File: src/q2e_pkg.sv
package q2e_pkg;

  localparam int unsigned OPW       = 36;  // product terms and CORDIC vector
  localparam int unsigned ANGW      = 34;  // angle accumulator, Q.30
  localparam int unsigned SQRT_BITS = 29;  // root bits of a value up to 2^56
  localparam int unsigned RADW      = 58;  // radicand and remainder width
  localparam int unsigned TERM_LAT  = 3;   // products, terms, radicand multiply

  localparam logic signed [OPW-1:0]  ONE_Q28     = OPW'(64'sd268435456);
  localparam logic signed [OPW-1:0]  NEG_ONE_Q28 = -OPW'(64'sd268435456);
  localparam logic signed [ANGW-1:0] HALF_PI_Q30 = ANGW'(64'sd1686629713);
  localparam logic signed [ANGW:0]   ROUND_Q30   = (ANGW+1)'(64'sd65536);

  typedef struct packed {
    logic signed [15:0] quat_x;
    logic signed [15:0] quat_y;
    logic signed [15:0] quat_z;
    logic signed [15:0] quat_w;
  } quat_t;

  typedef struct packed {
    logic signed [15:0] roll;
    logic signed [15:0] pitch;
    logic signed [15:0] yaw;
  } euler_t;

  typedef struct packed {
    logic signed [OPW-1:0] roll_y;
    logic signed [OPW-1:0] roll_x;
    logic signed [OPW-1:0] pitch_y;
    logic signed [OPW-1:0] yaw_y;
    logic signed [OPW-1:0] yaw_x;
  } terms_t;

  // floor(atan(2^-i) * 2^30)
  function automatic logic signed [ANGW-1:0] atan_entry(input int unsigned idx);
    logic signed [ANGW-1:0] v;
    case (idx)
      0:  v = ANGW'(64'sd843314856);
      1:  v = ANGW'(64'sd497837829);
      2:  v = ANGW'(64'sd263043836);
      3:  v = ANGW'(64'sd133525158);
      4:  v = ANGW'(64'sd67021686);
      5:  v = ANGW'(64'sd33543515);
      6:  v = ANGW'(64'sd16775850);
      7:  v = ANGW'(64'sd8388437);
      8:  v = ANGW'(64'sd4194282);
      9:  v = ANGW'(64'sd2097149);
      10: v = ANGW'(64'sd1048575);
      11: v = ANGW'(64'sd524287);
      12: v = ANGW'(64'sd262143);
      13: v = ANGW'(64'sd131071);
      14: v = ANGW'(64'sd65535);
      15: v = ANGW'(64'sd32767);
      16: v = ANGW'(64'sd16383);
      17: v = ANGW'(64'sd8191);
      18: v = ANGW'(64'sd4095);
      19: v = ANGW'(64'sd2047);
      20: v = ANGW'(64'sd1023);
      21: v = ANGW'(64'sd511);
      22: v = ANGW'(64'sd255);
      23: v = ANGW'(64'sd127);
      24: v = ANGW'(64'sd63);
      25: v = ANGW'(64'sd31);
      26: v = ANGW'(64'sd15);
      27: v = ANGW'(64'sd7);
      28: v = ANGW'(64'sd3);
      29: v = ANGW'(64'sd1);
      default: v = '0;
    endcase
    return v;
  endfunction

endpackage

File: src/q2e_sqrt_pipe.sv
module q2e_sqrt_pipe (
  input  logic                          clk,
  input  logic                          en,
  input  logic [q2e_pkg::RADW-1:0]      rad_i,
  output logic [q2e_pkg::SQRT_BITS-1:0] root_o
);
  import q2e_pkg::*;

  logic [RADW-1:0] rem_r [1:SQRT_BITS];
  logic [RADW-1:0] res_r [1:SQRT_BITS];

  // one root bit per stage, highest first; the radicand feeds the first stage directly
  for (genvar s = 0; s < SQRT_BITS; s++) begin : g_stage
    localparam logic [RADW-1:0] BIT = RADW'(1) << (2 * (SQRT_BITS - 1 - s));
    logic [RADW-1:0] rem_cur;
    logic [RADW-1:0] res_cur;
    logic [RADW-1:0] trial;
    logic [RADW-1:0] rem_nxt;
    logic [RADW-1:0] res_nxt;

    if (s == 0) begin : g_first
      assign rem_cur = rad_i;
      assign res_cur = '0;
    end else begin : g_next
      assign rem_cur = rem_r[s];
      assign res_cur = res_r[s];
    end

    always_comb begin
      trial = res_cur + BIT;
      if (rem_cur >= trial) begin
        rem_nxt = rem_cur - trial;
        res_nxt = (res_cur >> 1) + BIT;
      end else begin
        rem_nxt = rem_cur;
        res_nxt = res_cur >> 1;
      end
    end

    always_ff @(posedge clk) begin
      if (en) begin
        rem_r[s+1] <= rem_nxt;
        res_r[s+1] <= res_nxt;
      end
    end
  end

  assign root_o = res_r[SQRT_BITS][SQRT_BITS-1:0];

endmodule

File: config.mk
export PLATFORM = sky130hd
export DESIGN_NAME = q2e_sqrt_pipe
export DESIGN_NICKNAME = d
export VERILOG_FILES = /design/src/q2e_pkg.sv /design/src/q2e_sqrt_pipe.sv
export SDC_FILE = /design/constraint.sdc
export NUM_CORES = 2
export LEC_CHECK = 0
export ABC_AREA = 0
export BUFFER_PORTS_ARGS = -buffer_cell sky130_fd_sc_hd__buf_2
export CORE_ASPECT_RATIO = 0.5
export CORE_MARGIN = 2
export CORE_UTILIZATION = 40
export CTS_CLUSTER_SIZE = 8
export DETAILED_ROUTE_END_ITERATION = 16
export PLACE_DENSITY = 0.54
export SLEW_MARGIN = 20
export SYNTH_ARGS = -nofsm -noshare
export SYNTH_HDL_FRONTEND = slang
export SYNTH_SLANG_ARGS = --single-unit
File: constraint.sdc
create_clock -name clk -period 7.6 [get_ports clk]
set_input_delay 0.38 -clock clk [delete_from_list [all_inputs] [get_ports clk]]
set_output_delay 0.38 -clock clk [all_outputs]
set_load 0.02 [all_outputs]
==> flow_summary.ini <==
[status]
outcome = finished clean

[global_routing]
grt_pass1_vias = 63819
grt_max_degree = 173
grt-ovfl-total = 0
track_usage_pct = 17.3
grt_pass1_wl_mm = 348
antenna_found_initial = 1

[finish]
area_growth_pct = 13.1
diodes = 0
register_area_um2 = 61800
n_fill_cell = 22216
multi_input_area_um2 = 35300
fin_nets = 8877
finalInstanceArea_um2 = 113000
post_route_cells_drive_above_1_share_pct = 7.66

[synthesis]
async_reset_ff_share_pct = 0
yosys_most_used_dff = edfxtp_1
synth_cell_types = 103
syn_avg_cell_area_um2 = 12.5
synthTopCellsByArea = edfxtp_1 (62%), ha_1 (5.8%), xnor2_1 (3.2%)
netlist_area_um2 = 99900
synthCells = 8017
yosysTopAreaCell = edfxtp_1
synth-seq-cells = 2059
ys_seq_area_share_pct = 61.9
synth_edf_count = 2059
synth_top_area_share_pct = 61.9
synth_fp_nets = 8537
synth_warnings = 0

[timing]
max_slew.worst_pin.slew_ns = 1.14
layout_min_cycle_time_ns = 4.59
timing.final.ws_setup_ns = 3.01
rsz0062_at_grt = no
skew_ns = 0.0908
final.setup.tns_ns = 0
hold_violations = 0
fmax_mhz = 218
slew_violations = 0
slew_headroom_pct = 23.5
setup_viol = 0
fin_crit_sh_pct = 60.5

[placed_design]
gp_congestion = 0.909
dpl_cell_area_um2 = 104000
pre_cts_ws_ns = 3.19
io_buffers = 88
hpwl_mm = 163

[power_and_ir_drop]
vdd.ir_drop.worst_mv = 0.175
power.leakage_nw = 41.9
power_density_nw_per_um2 = 299

[floorplanning]
die_w_um = 711
dieHeight_um = 357
rows = 129
start_util_pct = 40.3
pin_count = 89
core_um2 = 248000
dieArea_um2 = 254000

[worst_setup_path]
cp-start-kind = register
cp_common_cell = a21boi_0
timing.rr.start = rem_r[1][642]$_DFFE_PP_
critPathMaxStageDelay_ns = 0.89
crit_type = reg2reg
rr_endpoint = rem_r[1][752]$_DFFE_PP_
cp_cell_sequence = ha_1 > nor2b_1 > o31a_1 > o311ai_0 > a21boi_0 > o21ai_0 > a21boi_0 > nor4_1 > xor2_1
cpMaxStageDelayCell = o311ai_0
critPathCaptureType = register
critical_path.max_fanout = 5
crit_arrival_ns = 5.11
r2r_setup_slack_ns = 3.01
crit_required_ns = 8.12
r2r_cells = 9

[route]
via_count = 61096
wirelength_mm = 221
drc = 0
drtIter0Drc = 3589
via_per_inst = 5.21
drtAntennaViolNets = 0
wl_per_cell_um = 18.8
drtPass1Iterations = 8

[clock_tree]
post_cts_buffers = 0
cts-resized-gates = 0
clkTransAtPathRegs_ns = 0.05
hold_buffers = 59
cts_tree = yes
cts_max_path_buffers = 4
cts_root_buf = clkbuf_16
cts_buffers = 299
clock_latency_ns = 0.89
h-tree-depth = 5
cts.sinks = 2059

[hold_path]
worstHoldEndpoint = rem_r[0][103]$_DFFE_PP_
hold_start = en
worstHoldPathType = in2reg
min_path_cells = 1

[run]
drv_cap = 0
## report_power, final
group / switching, mW / internal (mW) / leakage, nW
Clock: 4.64 / 7.06 / 3.88
Sequential: 1.04 / 14.4 / 19.8
Combinational: 3.94 / 2.72 / 18.2
## metal layers
| layer | vias up | GRT usage, % | part of all wire, % |
|---|---|---|---|
| li1 | 30719 | - | - |
| met1 | 28649 | 18.7 | 39 |
| met2 | 1209 | 33.0 | 52 |
| met3 | 519 | 2.50 | 3.3 |
| met4 | 0 | 8.51 | 5.0 |
| met5 | - | 0 | 0 |
## worst max-delay path: cells and delay by family, from the launching register on
| family | cells | cell delay (ns) |
|---|---|---|
| xor gates and xnor gates | 1 | 0.11 |
| adders and majority gates | 1 | 0.36 |
| DFF | 1 | 0.38 |
| AOI/OAI and AO/OA | 5 | 2.84 |
| and+or+nand+nor | 2 | 0.61 |
## through the flow
| stage | utilization (%) | std cells | power (mW) | hold WS, ns |
|---|---|---|---|---|
| floorplan | - | 8017 | 20.1 | 0.417 |
| global placement | 42.1 | 11336 | 22.2 | 0.429 |
| detailed placement | 42.1 | 11337 | 22.2 | 0.425 |
| CTS | 45.6 | 11717 | 34.2 | 0.0656 |
| global route | 45.6 | 11717 | 35.6 | 0.0652 |
| finish | 45.6 | 11717 | 33.8 | 0.0847 |
## placed cells by master (no fill, tap or decap), types with 73 or more instances in the layout
master and count:
nand2_1 503, xnor2_1 370, buf_2 87, nand4_1 114, o21a_1 86, ha_1 460, mux2_2 73, nor3_1 235
clkbuf_16 305, nor2_1 583, nand2b_1 78, nand3_1 150, nor4_1 259, a21o_1 161, edfxtp_1 2059, xor2_1 340
a21oi_1 518, inv_1 556, o21ai_0 321, or3_1 86
## synthesized netlist by cell type, types with 18 or more instances
library cell / instances
nor4_1: 262
edfxtp_1: 2059
a2111oi_0: 19
or2_2: 30
a31oi_1: 57
o31ai_1: 42
and2_1: 32
mux2_2: 73
buf_2: 19
nand3_1: 150
nor4bb_1: 18
and4_1: 28
o21bai_1: 34
a211o_1: 19
xor2_1: 340
nand2b_1: 78
nor3_1: 235
ha_1: 460
inv_1: 556
a21o_1: 161
nor3b_1: 30
nand2_1: 503
clkbuf_1: 127
o211ai_1: 27
nand3b_1: 33
or4_1: 62
o21a_1: 86
nor2b_1: 56
xnor2_1: 370
a21oi_1: 518
and3_1: 46
nor4b_1: 42
nand4_1: 114
a211oi_1: 57
nor2_1: 584
o21ai_1: 21
or3_1: 86
o21ai_0: 321
## cell families after synthesis
kind of cell | synth area share (%)
DFF | 61.9
buffers and inverters | 2.81
muxes | 0.886
adders and majority gates | 5.76
AOI/OAI and AO/OA | 9.61
xor gates and xnor gates | 6.23
and+or+nand+nor | 12.8
## flip-flops by register name, summed over array words and instances, names as in the netlist
signal  cells
res_r     435
rem_r    1624
## worst max path at each step
| stage | startpoint | endpoint | slack [ns] | depth (start not counted) |
|---|---|---|---|---|
| final | rem_r[1][642]$_DFFE_PP_ | rem_r[1][752]$_DFFE_PP_ | 3.01 | 9 |
| after global routing | rem_r[1][497]$_DFFE_PP_ | rem_r[1][567]$_DFFE_PP_ | 2.95 | 10 |
| after CTS | rem_r[1][642]$_DFFE_PP_ | rem_r[1][750]$_DFFE_PP_ | 3.17 | 9 |
| after detailed placement | rem_r[1][642]$_DFFE_PP_ | rem_r[1][750]$_DFFE_PP_ | 3.19 | 9 |
| after global placement | rem_r[0][796]$_DFFE_PP_ | rem_r[0][848]$_DFFE_PP_ | 2.92 | 8 |
| after floorplan | rem_r[1][554]$_DFFE_PP_ | rem_r[1][626]$_DFFE_PP_ | 4.25 | 10 |
## layout make-up
cell class	count	area share, %
clock buffers	305	6.76
inverters	564	1.88
repair buffers	203	1.38
clock inverters	16	0.267
flip-flops and latches	2059	54.7
well taps	3340	3.70
multi-input cells	5230	31.3
Note: power is estimated with default switching activity, not from simulation.
